<file path="src/rtl/core/ppra_pkg.sv">
`timescale 1ns / 1ps
// Shared types and constants for the page refcount allocator.
// No dependencies; imported by every other file of the block.
package ppra_pkg;

  localparam int MAX_PAGES_DEF = 4096;
  localparam int PG_SHIFT      = 12;
  localparam int REG_W         = 13;
  localparam int CFG_IDX_W     = 2;
  localparam int CNT_W         = 8;
  localparam int ADDR_W        = 32;
  localparam int PADDR_W       = 24;
  localparam int STATUS_W      = 2;
  localparam int PG_IDX_W      = ADDR_W - PG_SHIFT;

  localparam logic [REG_W-1:0] FIRST_PAGE_RST = 13'd256;
  localparam logic [REG_W-1:0] PAGE_COUNT_RST = 13'd4096;
  localparam logic [REG_W-1:0] FREE_MAX       = '1;

  localparam logic [CFG_IDX_W-1:0] REG_FIRST_PAGE = 2'd0;
  localparam logic [CFG_IDX_W-1:0] REG_PAGE_COUNT = 2'd1;

  localparam logic [STATUS_W-1:0] ST_OK       = 2'd0;
  localparam logic [STATUS_W-1:0] ST_OOM      = 2'd1;
  localparam logic [STATUS_W-1:0] ST_BAD_ADDR = 2'd2;
  localparam logic [STATUS_W-1:0] ST_NOT_USED = 2'd3;

  typedef enum logic [2:0] {
    S_CLEAR,
    S_IDLE,
    S_SCAN,
    S_REL_CHK,
    S_PUSH
  } state_t;

  typedef struct packed {
    logic inc;
    logic dec;
  } free_upd_t;

endpackage

</file>
<file path="src/rtl/core/ppra_ifs.sv">


interface ppra_cfg_if;
  import ppra_pkg::*;
  logic                 valid;
  logic                 ready;
  logic [CFG_IDX_W-1:0] index;
  logic [REG_W-1:0]     data;
  modport source (output valid, index, data, input ready);
  modport sink   (input valid, index, data, output ready);
endinterface

</file>
<file path="src/rtl/core/ppra_regs.sv">
`timescale 1ns / 1ps
// Configuration registers, page limit and saturating free-page counter.
// Depends on ppra_pkg and ppra_cfg_if.
module ppra_regs #(
  parameter int MAX_PAGES = ppra_pkg::MAX_PAGES_DEF,
  parameter int CW        = 13
) (
  input  logic                       clk,
  input  logic                       rst_n,
  ppra_cfg_if.sink                   cfg_wr,
  input  ppra_pkg::free_upd_t        upd,
  output logic [ppra_pkg::REG_W-1:0] first_page,
  output logic [CW-1:0]              lim,
  output logic [ppra_pkg::REG_W-1:0] free_left
);
  import ppra_pkg::*;

  localparam int RST_LIM  = (int'(PAGE_COUNT_RST) > MAX_PAGES) ? MAX_PAGES
                                                               : int'(PAGE_COUNT_RST);
  localparam int RST_FREE = (RST_LIM > int'(FIRST_PAGE_RST)) ?
                            RST_LIM - int'(FIRST_PAGE_RST) : 0;

  logic [REG_W-1:0] first_r, first_nxt;
  logic [REG_W-1:0] count_r, count_nxt;
  logic [REG_W-1:0] free_r, free_nxt;

  function automatic logic [CW-1:0] clamp_lim(input logic [REG_W-1:0] cnt);
    logic [CW-1:0] c;
    c = CW'(cnt);
    return (c > CW'(MAX_PAGES)) ? CW'(MAX_PAGES) : c;
  endfunction

  function automatic logic [REG_W-1:0] reload(input logic [REG_W-1:0] fp,
                                              input logic [REG_W-1:0] cnt);
    logic [CW-1:0] l;
    logic [CW-1:0] f;
    l = clamp_lim(cnt);
    f = CW'(fp);
    return (l > f) ? REG_W'(l - f) : '0;
  endfunction

  assign cfg_wr.ready = 1'b1;

  always_comb begin
    first_nxt = first_r;
    count_nxt = count_r;
    free_nxt  = free_r;
    if (upd.dec && free_r != '0) begin
      free_nxt = free_r - REG_W'(1);
    end else if (upd.inc && free_r != FREE_MAX) begin
      free_nxt = free_r + REG_W'(1);
    end
    if (cfg_wr.valid) begin
      unique case (cfg_wr.index)
        REG_FIRST_PAGE: begin
          first_nxt = cfg_wr.data;
          free_nxt  = reload(cfg_wr.data, count_r);
        end
        REG_PAGE_COUNT: begin
          count_nxt = cfg_wr.data;
          free_nxt  = reload(first_r, cfg_wr.data);
        end
        default: ;
      endcase
    end
  end

  always_ff @(posedge clk) begin
    if (!rst_n) begin
      first_r <= FIRST_PAGE_RST;
      count_r <= PAGE_COUNT_RST;
      free_r  <= REG_W'(RST_FREE);
    end else begin
      first_r <= first_nxt;
      count_r <= count_nxt;
      free_r  <= free_nxt;
    end
  end

  assign first_page = first_r;
  assign lim        = clamp_lim(count_r);
  assign free_left  = free_r;

endmodule

</file>
<file path="src/flat_wrapper.sv">
// flat-port wrapper written by rule: the top's interface ports become plain ports
module ppra_regs_flat import ppra_pkg::*;
#(
  parameter int MAX_PAGES = ppra_pkg::MAX_PAGES_DEF,
  parameter int CW        = 13
)
  (clk, rst_n, upd, first_page, lim, free_left, cfg_wr_valid, cfg_wr_index, cfg_wr_data, cfg_wr_ready);
  ppra_cfg_if cfg_wr_i ();
  input  logic clk;
  input  logic rst_n;
  input  ppra_pkg::free_upd_t upd;
  output logic [ppra_pkg::REG_W-1:0] first_page;
  output logic [CW-1:0] lim;
  output logic [ppra_pkg::REG_W-1:0] free_left;
  input wire logic [$bits(cfg_wr_i.valid)-1:0] cfg_wr_valid;
  input wire logic [$bits(cfg_wr_i.index)-1:0] cfg_wr_index;
  input wire logic [$bits(cfg_wr_i.data)-1:0] cfg_wr_data;
  output wire logic [$bits(cfg_wr_i.ready)-1:0] cfg_wr_ready;
  assign cfg_wr_i.valid = cfg_wr_valid;
  assign cfg_wr_i.index = cfg_wr_index;
  assign cfg_wr_i.data = cfg_wr_data;
  assign cfg_wr_ready = cfg_wr_i.ready;
  ppra_regs #(.MAX_PAGES(MAX_PAGES), .CW(CW)) u_core (.clk(clk), .rst_n(rst_n), .cfg_wr(cfg_wr_i), .upd(upd), .first_page(first_page), .lim(lim), .free_left(free_left));
endmodule
</file>
<file path="config.mk">
export PLATFORM = sky130hd
export DESIGN_NAME = ppra_regs_flat
export DESIGN_NICKNAME = d
export VERILOG_FILES = /design/src/rtl/core/ppra_pkg.sv /design/src/rtl/core/ppra_ifs.sv /design/src/rtl/core/ppra_regs.sv /design/src/flat_wrapper.sv
export SDC_FILE = /design/constraint.sdc
export NUM_CORES = 1
export LEC_CHECK = 0
export BUFFER_PORTS_ARGS = -buffer_cell sky130_fd_sc_hd__clkbuf_2
export CELL_PAD_IN_SITES_DETAIL_PLACEMENT = 0
export CELL_PAD_IN_SITES_GLOBAL_PLACEMENT = 1
export CORE_ASPECT_RATIO = 1.75
export CORE_MARGIN = 2
export CORE_UTILIZATION = 41
export DETAILED_ROUTE_END_ITERATION = 8
export PLACE_DENSITY = 0.79
export SLEW_MARGIN = 5
export SYNTH_ARGS = -nofsm -noshare
export SYNTH_HDL_FRONTEND = slang
export SYNTH_SLANG_ARGS = --single-unit
</file>
<file path="constraint.sdc">
create_clock -name clk -period 3.8 [get_ports clk]
set_clock_uncertainty 0.05 [all_clocks]
set_input_delay 0.76 -clock clk [delete_from_list [all_inputs] [get_ports clk]]
set_output_delay 0.76 -clock clk [all_outputs]
set_load 0.03 [all_outputs]
</file>
After elaboration in Yosys (flattened, before gate mapping)
Index checks and enable logic that the tools add are counted.
{ "word_totals": {"ff_bits": 39, "inputBits": 20, "out_inout_bits": 40} }
{ "op_classes": {"add_sub_neg": 4, "order_cmp": 4, "n_eq_ne": 2, "mux": 8, "reduce_logical": 6} }
{ "ops": {"columns": ["operator", "count"], "rows": [
  ["two-way mux 13 bit", 7],
  ["> comparator 13 bit", 2],
  ["> comparator 13 bit, second input constant", 2],
  ["case mux 13 bit (2 select lines)", 1],
  ["subtractor 13 bit", 2],
  ["adder 13 x 1 -> 13 bit, second input constant", 1],
  ["inequality test 13 bit, second input constant", 1],
  ["nonzero test 13 bit", 1],
  ["subtractor 13 x 1 -> 13 bit, second input constant", 1],
  ["AND reduction 2 bit", 2],
  ["equality test 2 x 1 -> 1 bit, second input constant", 1],
  ["logical AND 1 bit", 2],
  ["logical NOT 2 bit", 1]
]} }

Logic depth before layout (Yosys ltp)
{ "logic_depth": {"depth_word": 6, "ltp_mapped": 12} }

Worst setup path before layout
OpenSTA, ideal clock, no wires.
{ "synth_timing": {"kind": "input to register", "startpoint": "input port cfg_wr_data[12]", "endpoint": "register u_core.free_r[12], in the netlist u_core.free_left[12]", "arrival_time_ps": 3123, "slack_ps": 501, "cell_stages": 10, "path_buffers": 1, "path_cell_list": "clkbuf_1 > nor2_1 > ha_1 > and3_1 > a2111oi_1 > a21oi_1 > o221a_2 > or3_1 > a32oi_1 > o21ai_0"} }
{ "synth_via": {"elab_chain_cells": 6, "elab_cells_between_ends": 10, "classes_between": "add/sub (2); order compare (3); mux (5)"} }
{ "synth_lines": {"columns": ["item", "line_no", "text"], "rows": [
  ["start, declared", "flat_wrapper.sv:17", "input wire logic [$bits(cfg_wr_i.data)-1:0] cfg_wr_data;"],
  ["> comparator 13 bit", "ppra_regs.sv:30", "return (c > CW'(MAX_PAGES)) ? CW'(MAX_PAGES) : c;"],
  ["two-way mux 13 bit", "ppra_regs.sv:30", null],
  ["subtractor 13 bit or > comparator 13 bit (tied branches)", "ppra_regs.sv:39", "return (l > f) ? REG_W'(l - f) : '0;"],
  ["two-way mux 13 bit", "ppra_regs.sv:39", null],
  ["case mux 13 bit (2 select lines) (*)", "ppra_regs.sv:54", "unique case (cfg_wr.index)"],
  ["two-way mux 13 bit (*)", "ppra_regs.sv:53", "if (cfg_wr.valid) begin"],
  ["end signal, assigned", "ppra_regs.sv:72", "free_r <= REG_W'(RST_FREE);"],
  ["end signal, assigned", "ppra_regs.sv:76", "free_r <= free_nxt;"],
  ["end, declared", "ppra_regs.sv:25", "logic [REG_W-1:0] free_r, free_nxt;"]
]} }
Mark *: on every way between the ends. The rest lies on a longest branch, timed or not.
A chain may end at the register's enable or synchronous reset.

Final worst setup path
Same ends and word-level chain as after synthesis.

==> reports/metrics.cfg <==
[critical_path]
crit_path_start = cfg_wr_data[12]
rr_worst_depth = 9
crit_slowest_cell = fa_1
reg2reg_slack_ps = 720
r2r_end = u_core.free_left[11]$_SDFF_PN1_
cp-start-kind = input pin
reg2reg_from = u_core.free_left[0]$_SDFF_PN0_
arrival_ps = 3230
cp_common_cell = inv_1
max_stage_delay_ps = 400
path_buf_inv = 4
worstSetupEndpointType = flop
critPathTopFamily = compound AO/OA/AOI/OAI gates
critPathKind = input pin to flop
cp.required_ps = 3910
cp_max_fo = 3
crit_chain = clkbuf_2, inv_1, nand2_1, ha_1, inv_1, fa_1, a21o_1, a2111oi_1, buf_4, a21oi_1, o221a_2, or3_1, a32oi_1, o21ai_0

[grt]
groute.usage.overall_pct = 25.1
grt_pass1_wl_um = 17300
antenna_found_initial = 0
use_met2_pct = 46.1
grtUsageMet1_pct = 26.2
grt_max_degree = 25
grt_pass1_vias = 3382
busiest_layer = met2
overflow = 0
grt_use_met3_pct = 2.75

[cts]
cts_buffers = 5
cts_root_buf = clkbuf_16
numClockSinks = 39
ctsHtreeMaxLevel = 2
clk_latency_ps = 290
clock_path_buffers = 2
post_cts_buffers = 0
clk_pin_slew_ps = 60
post_cts_resized = 0
cts_tree = built
hold_buffers = 0

[run_status]
outcome = finished, final reports clean

[finish]
final_nets = 563
n_antenna_cell = 0
layout_common_cells = nand2_1 (73), clkbuf_2 (58), a21oi_1 (44)
fillCellCount = 848
drive_gt1_share_pct = 15.6
area_delta_synth_final_pct = 14.8
layout.cells.most_common = nand2_1

[sta]
setup-tns-final_ps = 0
tightest_slew_ps = 788
relSlewSlack_pct = 46.7
slew_viol_final = 0
rsz0062_at_grt = false
hold_viol_final = 0
max_freq_mhz = 321
fin_crit_sh_pct = 82.0
holdWs_ps = 399
setup_viol = 0
post-route-min-period_ps = 3120

[logic_synthesis]
syn_avg_cell_area_um2 = 7.47
synth_nets = 514
ys_seq_area_share_pct = 22.8
synth-edff-count = 0
synthDistinctLibCells = 65
synth.area.mux_share_pct = 0.585
yosys.area_share.simple_pct = 25.4
syn_inst = 458
syn_area_um2 = 3420
synth_seq_cells = 39
synth_top_family_by_area = simple AND/OR/NAND/NOR gates
synth-xor-area-share_pct = 7.68
async_reset_ff_share_pct = 0
synth_compound_area_share_pct = 22.6
yosysWarnings = 0
dominantRegCellSynth = dfxtp_1
synthAdderAreaFrac_pct = 13.6

[drt]
drcViolationCount = 0
drt_iter0_drc = 151
drtPass1Iterations = 4
drt-total-wl_um = 11200
post_drt_wl_per_cell_um = 18.8
viasPerCell = 5.72
vias = 3428
antenna_left = 0

[floorplan]
die_area_um2 = 9120
row_count = 44
fp.dieW_um = 73.1
ioPinCount = 60
core_um2 = 8200
die_h_um = 125
start_util_pct = 41.7

[hold_path]
hold_depth = 2
hp-start = u_core.count_r[5]$_SDFFE_PN0P_
hold_path_class = flop to flop
hold-path-endpoint = u_core.count_r[5]$_SDFFE_PN0P_

[power]
powerDensity_nw_per_um2 = 351
vdd_drop_max_mv = 0.242
leakage_nw = 1.67
total_power_mw = 1.38

[placement]
dpl.hpwl_um = 9160
numPortBuffers = 58
gp_congestion = 0.890

[job]
drv_cap = 0

==> registers in the layout (all words and copies together) (netlist names) <==
signal	flops
u_core.count_r	13
u_core.free_left	13
u_core.first_page	13
==> where the power goes <==
group	switching [mW]	total [mW]	internal, mW
logic	0.262	0.420	0.158
registers	0.0444	0.481	0.436
clock network	0.172	0.478	0.306
==> cell usage after synthesis (10+ instances only) <==
| master | n | area share (%) |
|---|---|---|
| clkbuf_1 | 17 | 1.9 |
| xnor2_1 | 18 | 4.6 |
| inv_1 | 38 | 4.2 |
| dfxtp_1 | 39 | 23 |
| nor3_1 | 12 | 1.8 |
| a21oi_1 | 44 | 6.4 |
| o21ai_0 | 13 | 1.9 |
| nand2_1 | 73 | 8.0 |
| nor2_1 | 19 | 2.1 |
| nor2b_1 | 14 | 2.6 |
| nand4_1 | 10 | 1.8 |
| ha_1 | 34 | 12 |
| xor2_1 | 12 | 3.1 |
==> worst reg2reg max path: stages (launching register included) <==
cell      delay [ps]
dfxtp_1          370
inv_1            120
ha_1             230
or4b_1           480
o41a_1           570
nor4b_4          450
o21ai_2          110
mux2i_1          140
a311oi_1         330
o21ai_1          100
==> worst max path at each step <==
| stage | cells after the start | slack, ps | endpoint |
|---|---|---|---|
| 6_report | 14 | 680 | u_core.free_left[12]$_SDFF_PN0_ |
| 3_3_place_gp | 14 | 430 | u_core.free_left[12]$_SDFF_PN0_ |
| 4_1_cts | 14 | 690 | u_core.free_left[12]$_SDFF_PN0_ |
| 5_1_grt | 14 | 460 | u_core.free_left[12]$_SDFF_PN0_ |
| 2_1_floorplan | 10 | 500 | u_core.free_left[12]$_SDFF_PN0_ |
| 3_5_place_dp | 14 | 390 | u_core.free_left[12]$_SDFF_PN0_ |
==> metrics by stage <==
stage          setup slack [ps]  util [%]  std cells  area [um2]
3_5_place_dp                395      45.9        592        3770
2_1_floorplan               501         -        458        3420
4_1_cts                     688      47.9        599        3930
6_report                    685      47.9        599        3930
3_3_place_gp                429      45.9        592        3770
5_1_grt                     464      47.9        599        3930
==> layer usage <==
metal / wire (um) / vias to the layer above
li1: - / 1717
met1: 4150 / 1588
met2: 6120 / 95
met3: 380 / 28
met4: 596 / 0
met5: 0 / -
==> layout make-up <==
class                      instances  area [um2]  area share [%]
tap                               92         115            2.93
multi-input combinational        359        2400            61.0
clock buffer                       5         125            3.18
clock inverter                     2        37.5           0.955
sequential                        39         781            19.9
timing repair buffer              63         328            8.34
inverter                          39         146            3.73
==> logic make-up after synthesis <==
logic type / count (synthesis)
other: 1
muxes: 2
AOI/OAI and AO/OA: 118
adders and majority gates: 36
DFF: 39
xor gates and xnor gates: 30
buffers and inverters: 60
and+or+nand+nor: 172
(Power assumes the default switching activity.)
