## src/rtl/core/ppra_pkg.sv

```systemverilog
`timescale 1ns / 1ps
// Shared types and constants for the page refcount allocator.
// No dependencies; imported by every other file of the block.
package ppra_pkg;

  localparam int MAX_PAGES_DEF = 4096;
  localparam int PG_SHIFT      = 12;
  localparam int REG_W         = 13;
  localparam int CFG_IDX_W     = 2;
  localparam int CNT_W         = 8;
  localparam int ADDR_W        = 32;
  localparam int PADDR_W       = 24;
  localparam int STATUS_W      = 2;
  localparam int PG_IDX_W      = ADDR_W - PG_SHIFT;

  localparam logic [REG_W-1:0] FIRST_PAGE_RST = 13'd256;
  localparam logic [REG_W-1:0] PAGE_COUNT_RST = 13'd4096;
  localparam logic [REG_W-1:0] FREE_MAX       = '1;

  localparam logic [CFG_IDX_W-1:0] REG_FIRST_PAGE = 2'd0;
  localparam logic [CFG_IDX_W-1:0] REG_PAGE_COUNT = 2'd1;

  localparam logic [STATUS_W-1:0] ST_OK       = 2'd0;
  localparam logic [STATUS_W-1:0] ST_OOM      = 2'd1;
  localparam logic [STATUS_W-1:0] ST_BAD_ADDR = 2'd2;
  localparam logic [STATUS_W-1:0] ST_NOT_USED = 2'd3;

  typedef enum logic [2:0] {
    S_CLEAR,
    S_IDLE,
    S_SCAN,
    S_REL_CHK,
    S_PUSH
  } state_t;

  typedef struct packed {
    logic inc;
    logic dec;
  } free_upd_t;

endpackage

```

## src/rtl/core/ppra_ifs.sv

```systemverilog
`timescale 1ns / 1ps
// Request, response and configuration channel interfaces.
// Depends on ppra_pkg for field widths.
interface ppra_in_if;
  import ppra_pkg::*;
  logic              valid;
  logic              ready;
  logic              mode;
  logic [ADDR_W-1:0] release_addr;
  modport source (output valid, mode, release_addr, input ready);
  modport sink   (input valid, mode, release_addr, output ready);
endinterface

interface ppra_out_if;
  import ppra_pkg::*;
  logic                valid;
  logic                ready;
  logic [STATUS_W-1:0] status;
  logic [PADDR_W-1:0]  page_addr;
  logic [REG_W-1:0]    free_left;
  modport source (output valid, status, page_addr, free_left, input ready);
  modport sink   (input valid, status, page_addr, free_left, output ready);
endinterface


```

## src/rtl/core/ppra_ctrl.sv

```systemverilog
`timescale 1ns / 1ps
// Request sequencer: clearing pass, first-fit scan, release read-modify-write,
// response register. Depends on ppra_pkg and the channel interfaces.
module ppra_ctrl #(
  parameter int MAX_PAGES = ppra_pkg::MAX_PAGES_DEF,
  parameter int IDXW      = $clog2(ppra_pkg::MAX_PAGES_DEF),
  parameter int CW        = 13
) (
  input  logic                       clk,
  input  logic                       rst_n,
  ppra_in_if.sink                    in_req,
  ppra_out_if.source                 out_rsp,
  input  logic [ppra_pkg::REG_W-1:0] first_page,
  input  logic [CW-1:0]              lim,
  input  logic [ppra_pkg::REG_W-1:0] free_left,
  output ppra_pkg::free_upd_t        upd,
  output logic                       wr_en,
  output logic [IDXW-1:0]            wr_addr,
  output logic [ppra_pkg::CNT_W-1:0] wr_data,
  output logic                       rd_en,
  output logic [IDXW-1:0]            rd_addr,
  input  logic [ppra_pkg::CNT_W-1:0] rd_data
);
  import ppra_pkg::*;

  localparam int CMPW = (CW > PG_IDX_W) ? CW : PG_IDX_W;
  localparam int PW   = (IDXW > PG_SHIFT) ? IDXW : PG_SHIFT;

  state_t state_r, state_nxt;

  logic [CW-1:0]       scan_addr_r, scan_addr_nxt;
  logic                probe_vld_r, probe_vld_nxt;
  logic [IDXW-1:0]     probe_idx_r, probe_idx_nxt;
  logic [IDXW-1:0]     clr_addr_r, clr_addr_nxt;
  logic [IDXW-1:0]     rel_idx_r, rel_idx_nxt;
  logic [STATUS_W-1:0] res_status_r, res_status_nxt;
  logic [PADDR_W-1:0]  res_paddr_r, res_paddr_nxt;
  logic                out_vld_r, out_vld_nxt;
  logic [STATUS_W-1:0] out_status_r, out_status_nxt;
  logic [PADDR_W-1:0]  out_paddr_r, out_paddr_nxt;
  logic [REG_W-1:0]    out_free_r, out_free_nxt;

  logic                accept;
  logic [PG_IDX_W-1:0] rel_pg;
  logic                rel_bad;
  logic                found;
  logic                issue;
  logic                slot_free;
  logic                clr_last;
  logic [PW-1:0]       probe_ext;

  assign accept    = in_req.valid && in_req.ready;
  assign rel_pg    = in_req.release_addr[ADDR_W-1:PG_SHIFT];
  assign rel_bad   = (in_req.release_addr[PG_SHIFT-1:0] != '0)
                  || (CMPW'(rel_pg) < CMPW'(first_page))
                  || (CMPW'(rel_pg) >= CMPW'(lim));
  assign found     = probe_vld_r && (rd_data == '0);
  assign issue     = scan_addr_r < lim;
  assign slot_free = !out_vld_r || out_rsp.ready;
  assign clr_last  = clr_addr_r == IDXW'(MAX_PAGES - 1);
  assign probe_ext = PW'(probe_idx_r);

  always_comb begin
    state_nxt = state_r;
    unique case (state_r)
      S_CLEAR: begin
        if (clr_last) begin
          state_nxt = S_IDLE;
        end
      end
      S_IDLE: begin
        if (accept) begin
          if (in_req.mode) begin
            state_nxt = rel_bad ? S_PUSH : S_REL_CHK;
          end else begin
            state_nxt = S_SCAN;
          end
        end
      end
      S_SCAN: begin
        if (found || !issue) begin
          state_nxt = S_PUSH;
        end
      end
      S_REL_CHK: state_nxt = S_PUSH;
      S_PUSH: begin
        if (slot_free) begin
          state_nxt = S_IDLE;
        end
      end
      default: state_nxt = S_IDLE;
    endcase
  end

  always_comb begin
    scan_addr_nxt  = scan_addr_r;
    probe_vld_nxt  = probe_vld_r;
    probe_idx_nxt  = probe_idx_r;
    clr_addr_nxt   = clr_addr_r;
    rel_idx_nxt    = rel_idx_r;
    res_status_nxt = res_status_r;
    res_paddr_nxt  = res_paddr_r;
    out_vld_nxt    = out_vld_r && !out_rsp.ready;
    out_status_nxt = out_status_r;
    out_paddr_nxt  = out_paddr_r;
    out_free_nxt   = out_free_r;
    upd            = '0;
    wr_en          = 1'b0;
    wr_addr        = probe_idx_r;
    wr_data        = '0;
    rd_en          = 1'b0;
    rd_addr        = scan_addr_r[IDXW-1:0];
    unique case (state_r)
      S_CLEAR: begin
        wr_en        = 1'b1;
        wr_addr      = clr_addr_r;
        clr_addr_nxt = clr_addr_r + IDXW'(1);
      end
      S_IDLE: begin
        if (accept) begin
          res_paddr_nxt = '0;
          if (in_req.mode) begin
            rel_idx_nxt = rel_pg[IDXW-1:0];
            if (rel_bad) begin
              res_status_nxt = ST_BAD_ADDR;
            end else begin
              rd_en   = 1'b1;
              rd_addr = rel_pg[IDXW-1:0];
            end
          end else begin
            scan_addr_nxt = CW'(first_page);
            probe_vld_nxt = 1'b0;
          end
        end
      end
      S_SCAN: begin
        if (found) begin
          wr_en          = 1'b1;
          wr_addr        = probe_idx_r;
          wr_data        = CNT_W'(1);
          upd.dec        = 1'b1;
          res_status_nxt = ST_OK;
          res_paddr_nxt  = {probe_ext[PG_SHIFT-1:0], PG_SHIFT'(0)};
        end else if (issue) begin
          rd_en         = 1'b1;
          rd_addr       = scan_addr_r[IDXW-1:0];
          scan_addr_nxt = scan_addr_r + CW'(1);
          probe_vld_nxt = 1'b1;
          probe_idx_nxt = scan_addr_r[IDXW-1:0];
        end else begin
          res_status_nxt = ST_OOM;
          res_paddr_nxt  = '0;
        end
      end
      S_REL_CHK: begin
        if (rd_data == '0) begin
          res_status_nxt = ST_NOT_USED;
        end else begin
          wr_en          = 1'b1;
          wr_addr        = rel_idx_r;
          wr_data        = rd_data - CNT_W'(1);
          upd.inc        = rd_data == CNT_W'(1);
          res_status_nxt = ST_OK;
        end
      end
      S_PUSH: begin
        if (slot_free) begin
          out_vld_nxt    = 1'b1;
          out_status_nxt = res_status_r;
          out_paddr_nxt  = res_paddr_r;
          out_free_nxt   = free_left;
        end
      end
      default: ;
    endcase
  end

  always_ff @(posedge clk) begin
    if (!rst_n) begin
      state_r     <= S_CLEAR;
      clr_addr_r  <= '0;
      probe_vld_r <= 1'b0;
      out_vld_r   <= 1'b0;
    end else begin
      state_r     <= state_nxt;
      clr_addr_r  <= clr_addr_nxt;
      probe_vld_r <= probe_vld_nxt;
      out_vld_r   <= out_vld_nxt;
    end
  end

  always_ff @(posedge clk) begin
    scan_addr_r  <= scan_addr_nxt;
    probe_idx_r  <= probe_idx_nxt;
    rel_idx_r    <= rel_idx_nxt;
    res_status_r <= res_status_nxt;
    res_paddr_r  <= res_paddr_nxt;
    out_status_r <= out_status_nxt;
    out_paddr_r  <= out_paddr_nxt;
    out_free_r   <= out_free_nxt;
  end

  assign in_req.ready      = state_r == S_IDLE;
  assign out_rsp.valid     = out_vld_r;
  assign out_rsp.status    = out_status_r;
  assign out_rsp.page_addr = out_paddr_r;
  assign out_rsp.free_left = out_free_r;

endmodule
```

## src/flat_wrapper.sv

```systemverilog
// flat-port wrapper written by rule: the top's interface ports become plain ports
module ppra_ctrl_flat import ppra_pkg::*;
#(
  parameter int MAX_PAGES = ppra_pkg::MAX_PAGES_DEF,
  parameter int IDXW      = $clog2(ppra_pkg::MAX_PAGES_DEF),
  parameter int CW        = 13
)
  (clk, rst_n, first_page, lim, free_left, upd, wr_en, wr_addr, wr_data, rd_en, rd_addr, rd_data, in_req_valid, in_req_mode, in_req_release_addr, in_req_ready, out_rsp_valid, out_rsp_status, out_rsp_page_addr, out_rsp_free_left, out_rsp_ready);
  ppra_in_if in_req_i ();
  ppra_out_if out_rsp_i ();
  input  logic clk;
  input  logic rst_n;
  input  logic [ppra_pkg::REG_W-1:0] first_page;
  input  logic [CW-1:0] lim;
  input  logic [ppra_pkg::REG_W-1:0] free_left;
  output ppra_pkg::free_upd_t upd;
  output logic wr_en;
  output logic [IDXW-1:0] wr_addr;
  output logic [ppra_pkg::CNT_W-1:0] wr_data;
  output logic rd_en;
  output logic [IDXW-1:0] rd_addr;
  input  logic [ppra_pkg::CNT_W-1:0] rd_data;
  input wire logic [$bits(in_req_i.valid)-1:0] in_req_valid;
  input wire logic [$bits(in_req_i.mode)-1:0] in_req_mode;
  input wire logic [$bits(in_req_i.release_addr)-1:0] in_req_release_addr;
  output wire logic [$bits(in_req_i.ready)-1:0] in_req_ready;
  output wire logic [$bits(out_rsp_i.valid)-1:0] out_rsp_valid;
  output wire logic [$bits(out_rsp_i.status)-1:0] out_rsp_status;
  output wire logic [$bits(out_rsp_i.page_addr)-1:0] out_rsp_page_addr;
  output wire logic [$bits(out_rsp_i.free_left)-1:0] out_rsp_free_left;
  input wire logic [$bits(out_rsp_i.ready)-1:0] out_rsp_ready;
  assign in_req_i.valid = in_req_valid;
  assign in_req_i.mode = in_req_mode;
  assign in_req_i.release_addr = in_req_release_addr;
  assign in_req_ready = in_req_i.ready;
  assign out_rsp_valid = out_rsp_i.valid;
  assign out_rsp_status = out_rsp_i.status;
  assign out_rsp_page_addr = out_rsp_i.page_addr;
  assign out_rsp_free_left = out_rsp_i.free_left;
  assign out_rsp_i.ready = out_rsp_ready;
  ppra_ctrl #(.MAX_PAGES(MAX_PAGES), .IDXW(IDXW), .CW(CW)) u_core (.clk(clk), .rst_n(rst_n), .in_req(in_req_i), .out_rsp(out_rsp_i), .first_page(first_page), .lim(lim), .free_left(free_left), .upd(upd), .wr_en(wr_en), .wr_addr(wr_addr), .wr_data(wr_data), .rd_en(rd_en), .rd_addr(rd_addr), .rd_data(rd_data));
endmodule
```

## config.mk

```make
export PLATFORM = sky130hd
export DESIGN_NAME = ppra_ctrl_flat
export DESIGN_NICKNAME = d
export VERILOG_FILES = /design/src/rtl/core/ppra_pkg.sv /design/src/rtl/core/ppra_ifs.sv /design/src/rtl/core/ppra_ctrl.sv /design/src/flat_wrapper.sv
export SDC_FILE = /design/constraint.sdc
export NUM_CORES = 1
export LEC_CHECK = 0
export ABC_AREA = 1
export BUFFER_PORTS_ARGS = -buffer_cell sky130_fd_sc_hd__buf_4
export CORE_AREA = 2 2 109 111
export CTS_BUF_LIST = sky130_fd_sc_hd__clkbuf_8
export DETAILED_ROUTE_END_ITERATION = 8
export DIE_AREA = 0 0 111 113
export PLACE_DENSITY = 0.77
export SYNTH_ARGS = -nofsm -noshare
export SYNTH_HDL_FRONTEND = slang
export SYNTH_SLANG_ARGS = --single-unit
```

## constraint.sdc

```tcl
create_clock -name clk -period 3.8 [get_ports clk]
set_clock_uncertainty 0.1 [all_clocks]
set_input_delay 1.14 -clock clk [delete_from_list [all_inputs] [get_ports clk]]
set_output_delay 1.14 -clock clk [all_outputs]
set_load 0.01 [all_outputs]
```

Word level (Yosys, flattened, before mapping)
Cells that the tools add are included.
{"block": "word_totals", "input_bits": 84, "output_inout_bits": 77, "elab_cells": 108, "reg_bits": 119}
{"block": "op_classes", "n_eq_ne": 16, "n_reduce_logical": 22, "magnitude_cmp": 3, "add_sub_neg": 3, "muxes": 51, "n_bitwise": 1}
{"cell": "$mux 24", "count": 3}
{"cell": "$mux 12", "count": 5}
{"cell": "$mux 13", "count": 4}
{"cell": "$pmux 24 s2", "count": 1}
{"cell": "$pmux 13 s2", "count": 1}
{"cell": "$pmux 12 s2", "count": 1}
{"cell": "$ge 20x13->1", "count": 1}
{"cell": "$lt 20x13->1", "count": 1}
{"cell": "$mux 3", "count": 6}
{"cell": "$mux 1", "count": 17}
{"cell": "$pmux 8 s2", "count": 1}
{"cell": "$pmux 3 s5", "count": 1}
{"cell": "$add 13x1->13 const B", "count": 1}
{"cell": "$lt 13x13->1", "count": 1}
{"cell": "$add 12x1->12 const B", "count": 1}
{"cell": "$eq 12x12->1 const B", "count": 1}
{"cell": "$mux 2", "count": 6}
{"cell": "$reduce_bool 12->1", "count": 1}
{"cell": "$ne 2x2->1 const B", "count": 5}
{"cell": "$reduce_and 5->1", "count": 2}
{"cell": "$reduce_and 3->1", "count": 3}
{"cell": "$eq 8x1->1 const B", "count": 1}
{"cell": "$logic_not 8->1", "count": 1}
{"cell": "$mux 8", "count": 1}
{"cell": "18 further kinds", "count": 30}

Logic depth before layout (Yosys ltp)
Gate-level depths: netlist of the first run.
{"block": "logic_depth", "ltp_word": 7, "mapped_depth": 15}

Worst setup path before layout of the first run
Ideal clock, no wire load.
{"block": "synth_timing", "kind": "input -> output", "startpoint": "input lim[11]", "endpoint": "output rd_addr[10]", "arrival_ns": 2.545, "setup_slack_ns": 0.015, "path_stages": 9, "cell_sequence": "inv_1 ha_1 a21o_1 nor2_1 nand2_1 a21oi_2 nand4_4 buf_6 o21ai_0"}
{"block": "synth_between", "elab_chain_cells": 6}
{"item": "from (decl)", "line": "flat_wrapper.sv:14", "text": "input logic [CW-1:0] lim;"}
{"item": "$ge 20x13->1", "line": "ppra_ctrl.sv:56", "text": "|| (CMPW'(rel_pg) >= CMPW'(lim));"}
{"item": "$logic_or 1x1->1", "line": "ppra_ctrl.sv:56"}
{"item": "$mux 12", "line": "ppra_ctrl.sv:124", "text": "if (rel_bad) begin"}
{"item": "$mux 12", "line": "ppra_ctrl.sv:122", "text": "if (in_req.mode) begin"}
{"item": "$mux 12", "line": "ppra_ctrl.sv:120", "text": "if (accept) begin"}
{"item": "$mux 12"}
{"item": "to (decl)", "line": "flat_wrapper.sv:21", "text": "output logic [IDXW-1:0] rd_addr;"}
No other way between the ends.

Final worst setup path of the first run
{"block": "layout_timing", "startpoint": "input lim[10]", "endpoint": "output rd_addr[4]"}
Same word-level chain as after synthesis.

==> results of run 1 <==
==> worst reg2reg max path, stage by stage (launching register included) <==
cell and delay (ns):
edfxtp_1 0.55, ha_1 0.36, nand2_1 0.07, inv_1 0.04, o21bai_1 0.13, nand3_1 0.13
nand2_1 0.16, nand2_1 0.08, nand2_1 0.06, nand3_1 0.08, inv_1 0.41
==> report_power, final <==
group          total (mW)  internal, mW  leakage (nW)  switching [mW]
logic                1.12         0.499          2.67           0.625
clock network       0.639         0.300        0.0994           0.339
registers            1.38          1.29         0.850          0.0892
total                3.14          2.09          3.62            1.05
==> final cells by class <==
cell class,count,share of cell area
Sequential cell,95,0.3331
Timing Repair Buffer,214,0.2166
Multi-Input combinational cell,405,0.3483
Clock buffer,9,0.01538
Clock inverter,7,0.008234
Tap cell,143,0.02222
Inverter,114,0.05624
==> cells in the mapped netlist, drive strengths merged (2+ instances only) <==
cell type  instances
nor3              12
nand2            140
ha                41
xor2               6
o21ai             39
xnor2              4
o22ai              2
a21oi             29
inv              113
buf               19
nor2              66
nand4              8
nand3             24
dfxtp             17
o211ai             5
a21o               2
o221ai             7
edfxtp            78
or2                2
==> metal layers <==
| metal | global-route usage | vias up | wire length [µm] | share of wire |
|---|---|---|---|---|
| met2 | 0.4270 | 272 | 8103 | 0.51 |
| met5 | 0 | - | 0 | 0 |
| met4 | 0.1083 | 0 | 629 | 0.040 |
| met1 | 0.2743 | 2401 | 5985 | 0.38 |
| li1 | - | 2461 | - | - |
| met3 | 0.04124 | 57 | 1064 | 0.067 |
==> timing repair <==
| action | in CTS | in global routing |
|---|---|---|
| cloned | 2 | 0 |
| resized for setup | 78 | 74 |
| hold buffers | 0 | 0 |
| setup buffers | 6 | 5 |
| pin swaps | 3 | 23 |
| endpoints found under the setup margin | 25 | 26 |
==> state kept, by name (all words and copies together) (netlist names) <==
name                      count
u_core.res_status_r           2
u_core.scan_addr_r           13
u_core.out_rsp.page_addr     12
u_core.res_paddr_r           12
u_core.probe_vld_r            1
u_core.out_rsp.valid          1
u_core.clr_addr_r            12
u_core.state_r                3
u_core.rel_idx_r             12
u_core.probe_ext             12
u_core.out_rsp.status         2
u_core.out_rsp.free_left     13
==> logic make-up after synthesis <==
group,count (synthesis),synth area share
other cells,1,0.0006802
buf+inv,134,0.1026
flops,95,0.4866
compound gates,88,0.09124
fa+ha+maj,41,0.09305
simple gates,254,0.2099
xor+xnor,10,0.01589
==> per-stage QoR <==
stage	util	TNS, ns	hold slack (ns)
after floorplan	-	0	0.3003
after global placement	0.6324	-2.208	0.3008
after detailed placement	0.6324	-3.312	0.3084
after CTS	0.6872	-1.961	0.3281
after global routing	0.7145	-3.500	0.3299
final	0.7145	-2.556	0.3260
==> worst min-delay path by stage <==
stage | slack (ns) | end | cells after the start
floorplan | 0.30 | u_core.out_rsp.page_addr[12] | 0
global placement | 0.30 | u_core.out_rsp.page_addr[20] | 0
detailed placement | 0.31 | u_core.out_rsp.page_addr[13] | 0
CTS | 0.33 | u_core.out_rsp.page_addr[13] | 0
global route | 0.33 | u_core.out_rsp.page_addr[13] | 0
finish | 0.33 | u_core.out_rsp.page_addr[13] | 0
==> flow_summary.yaml, run 1 <==
critical_path:
  end_kind: "output port"
  max_stage_delay_ns: 0.19
  crit_path_end: "rd_addr[4]"
  worstSetupStartpoint: "lim[10]"
  crit_fanout: 6
  crit_top_cell: "nand2_2"
  slowest_stage: "ha_4"
  cp.buffers_inverters: 5
  rrSetupSlack_ns: 1.29
  path_depth: 13
  critPathArrivalTime_ns: 2.82
  r2r-start: "u_core.scan_addr_r[2]"
  reg2regPathDepth: 10
  worstPathRequired_ns: 2.56
  cp_top_family: "buffers and inverters"
  worst-setup-path-type: "in2out"
  worstReg2RegEnd: "u_core.scan_addr_r[8]"
  path_cells: "buf_4 > inv_4 > ha_4 > nand2_2 > a21oi_1 > nor2_1 > nand2_2 > a21oi_4 > nand4_4 > buf_12 > buf_16 > o21ai_4 > buf_6"
  critPathLaunchType: "input port"
sta:
  relSlewSlack: 0.6301
  hold_viol_final: 0
  drv_slew: 0
  min_period_over_period: 1.069
  fin_crit_ns: 4.063
  setup_violations: 13
  tightest_slew_ns: 0.5507
  setup_slack_ns: -0.2633
  rsz0062_at_grt: "yes"
  fmax_mhz: 246.1
global_route:
  gr-usage-all-layers: 0.2360
  grt_pass1_wl_um: 23870
  grt_max_degree: 28
  grt_pass1_vias: 5130
  grt_overflow: 0
  antenna_found_initial: 0
worst_hold_path:
  min_from: "u_core.res_paddr_r[13]"
  hold_class: "reg2reg"
die:
  core_area_um2: 11270
  die-area_um2: 12540
  die-height_um: 113
  fp.dieW_um: 111
  rows: 39
  io_pins: 161
  initial_core_util: 0.4891
synthesis:
  post_synth_num_cell_types: 40
  synth_edf_count: 78
  yosysTopAreaCellShare: 0.4249
  synth_area_um2: 5513
  synth_flop_cell: "edfxtp_1"
  synthCells: 623
  yosysSeqAreaShare: 0.4866
  ys.warnings.count: 0
  ys_seq_elements: 95
  synth_top_cell_by_area: "edfxtp_1"
  synth_area_leaders: "edfxtp_1, nand2_1, ha_1"
  async_flop_share: 0
  syn_avg_cell_area_um2: 8.849
pwr:
  power_mw: 3.144
  leakagePower_nw: 3.616
  max-vdd-ir-drop_mv: 0.2711
  powerDensity_nw_per_um2: 390.3
place:
  dp_cells: 959
  hpwl_um: 10880
  dp_slack_ns: -0.3398
  placement.io_buffers: 148
  gp_congestion: 0.9759
  placed_area_um2: 7128
clock_network:
  cts_tree: "yes"
  cts_buffers: 9
  cts_sinks: 95
  htreeDepth: 3
  cts_root_buf: "clkbuf_8"
  cts.path.max_buffers: 2
  clock_latency_ns: 0.35
  clk_pin_slew_ns: 0.07
finish:
  final_common_cell: "buf_4"
  area_growth_pct: 46.10
  nets: 964
  fin_area_um2: 8054
  final_cell_mix: "buf_4, nand2_1, inv_1"
  seq_area_um2: 2683
  multi_input_area_um2: 2805
  instances_no_fill: 987
  antenna_cells: 0
  fill_cells: 777
  layout-drive-gt1-share: 0.4171
route:
  firstDrtPassIters: 5
  first_iter_violations: 327
  vias: 5191
  drcViolationCount: 0
  routedWlPerCell_um: 15.99
  ant_nets: 0
  avgViaCountPerCell: 5.259
  drt-total-wl_um: 15780
outcome:
  failed_checks: "negative setup slack"
  outcome: "finished with violations"
run:
  cap_violations: 0
No activity file was read; power rests on OpenSTA's default activity.
==> run 2, diff against run 1 <==
SKIP_CTS_REPAIR_TIMING = 1   (was not set)
==> flow_summary.yaml, run 2 (synthesis gave the netlist of run 1 again) <==
finish:
  antenna_cells: 0
  area_growth_pct: 44.64
  final_common_cell: "buf_4"
  fill_cells: 813
  instances_no_fill: 983
  final_cell_mix: "buf_4, nand2_1, inv_1"
  layout-drive-gt1-share: 0.4024
  nets: 960
sta:
  fmax_mhz: 245.8
  rsz0062_at_grt: "yes"
  min_period_over_period: 1.070
  drv_slew: 0
  whs_ns: 0.3265
  tightest_slew_ns: 0.5480
  relSlewSlack: 0.6319
  hold_viol_final: 0
  setup_slack_ns: -0.2677
  finalSetupTns_ns: -2.986
  setup_violations: 13
  fin_crit_ns: 4.068
clock_network:
  cts_sinks: 95
  cts.path.max_buffers: 2
  cts_root_buf: "clkbuf_8"
  clock_latency_ns: 0.36
  cts_tree: "yes"
  cts_buffers: 9
  htreeDepth: 3
  clk_pin_slew_ns: 0.07
pwr:
  powerDensity_nw_per_um2: 388.2
  leakagePower_nw: 3.592
  power_mw: 3.096
  max-vdd-ir-drop_mv: 0.2710
die:
  rows: 39
  initial_core_util: 0.4891
  core_area_um2: 11270
  die-height_um: 113
  die-area_um2: 12540
  fp.dieW_um: 111
  io_pins: 161
critical_path:
  critPathArrivalTime_ns: 2.83
  worst-setup-path-type: "in2out"
  worstPathRequired_ns: 2.56
  end_kind: "output port"
  critPathLaunchType: "input port"
  rrSetupSlack_ns: 1.33
  crit_fanout: 6
global_route:
  gr-usage-all-layers: 0.2197
  grt_pass1_wl_um: 22370
  antenna_found_initial: 0
  grt_pass1_vias: 4870
  grt_overflow: 0
  grt_max_degree: 28
route:
  drt-total-wl_um: 15630
  drcViolationCount: 0
  routedWlPerCell_um: 15.90
  vias: 5150
  first_iter_violations: 281
  firstDrtPassIters: 5
  ant_nets: 0
  avgViaCountPerCell: 5.239
place:
  gp_congestion: 0.9759
  placement.io_buffers: 148
  hpwl_um: 10880
  dp_cells: 959
outcome:
  outcome: "finished with violations"
  failed_checks: "negative setup slack"
run:
  cap_violations: 0
worst_hold_path:
  hold_class: "reg2reg"
## run 2: changes by cell type in the layout (fill, tap and decap cells not counted), sizes merged
cell / previous run / this run
buf: 214 / 208
clkbuf: 9 / 11
## run 2: critical path, stage by stage
cell and delay (ns):
buf_4 0.15, ha_4 0.24, nand2_2 0.07, inv_2 0.04
nand2_1 0.06, nand2_1 0.07, nand2_2 0.07, nand2_2 0.07
a21oi_4 0.19, nand4_4 0.21, clkbuf_16 0.25, o21ai_4 0.15
buf_6 0.12
## run 2: area by class of cell
class,instances,area [µm²],area share
clock inverters,7,66.31,0.008316
multi-input cells,405,2759,0.3460
well taps,143,178.9,0.02244
inverters,114,450.4,0.05649
flip-flops and latches,95,2683,0.3364
repair buffers,210,1713,0.2148
clock buffers,9,123.9,0.01553
## run 2: stage by stage
stage	setup slack [ns]	util	area (µm²)
after global routing	-0.3579	0.7074	7974
final	-0.2677	0.7074	7974
after detailed placement	-0.3398	0.6324	7128
after floorplan	0.01487	-	5554
after global placement	-0.2809	0.6324	7128
after CTS	-0.3505	0.6492	7318
## run 2: worst paths after layout
check,startpoint,end,cells past startpoint
max,in_req_release_addr[18],rd_addr[8],13
min,u_core.res_paddr_r[13],u_core.out_rsp.page_addr[13],0
max reg2reg,u_core.scan_addr_r[2],u_core.scan_addr_r[8],10
min reg2reg,u_core.res_paddr_r[13],u_core.out_rsp.page_addr[13],0
## run 2: report_power, final
| part | total, mW | internal (mW) | switching [mW] |
|---|---|---|---|
| combinational | 1.07 | 0.463 | 0.607 |
| sequential | 1.38 | 1.29 | 0.0898 |
| clock | 0.644 | 0.300 | 0.344 |
## run 2: layer usage
layer,up-vias,routed length [µm],GRT usage
met1,2364,6034,0.2687
li1,2450,-,-
met4,0,719,0.09000
met5,-,0,0
met2,277,7811,0.3873
met3,59,1068,0.03803
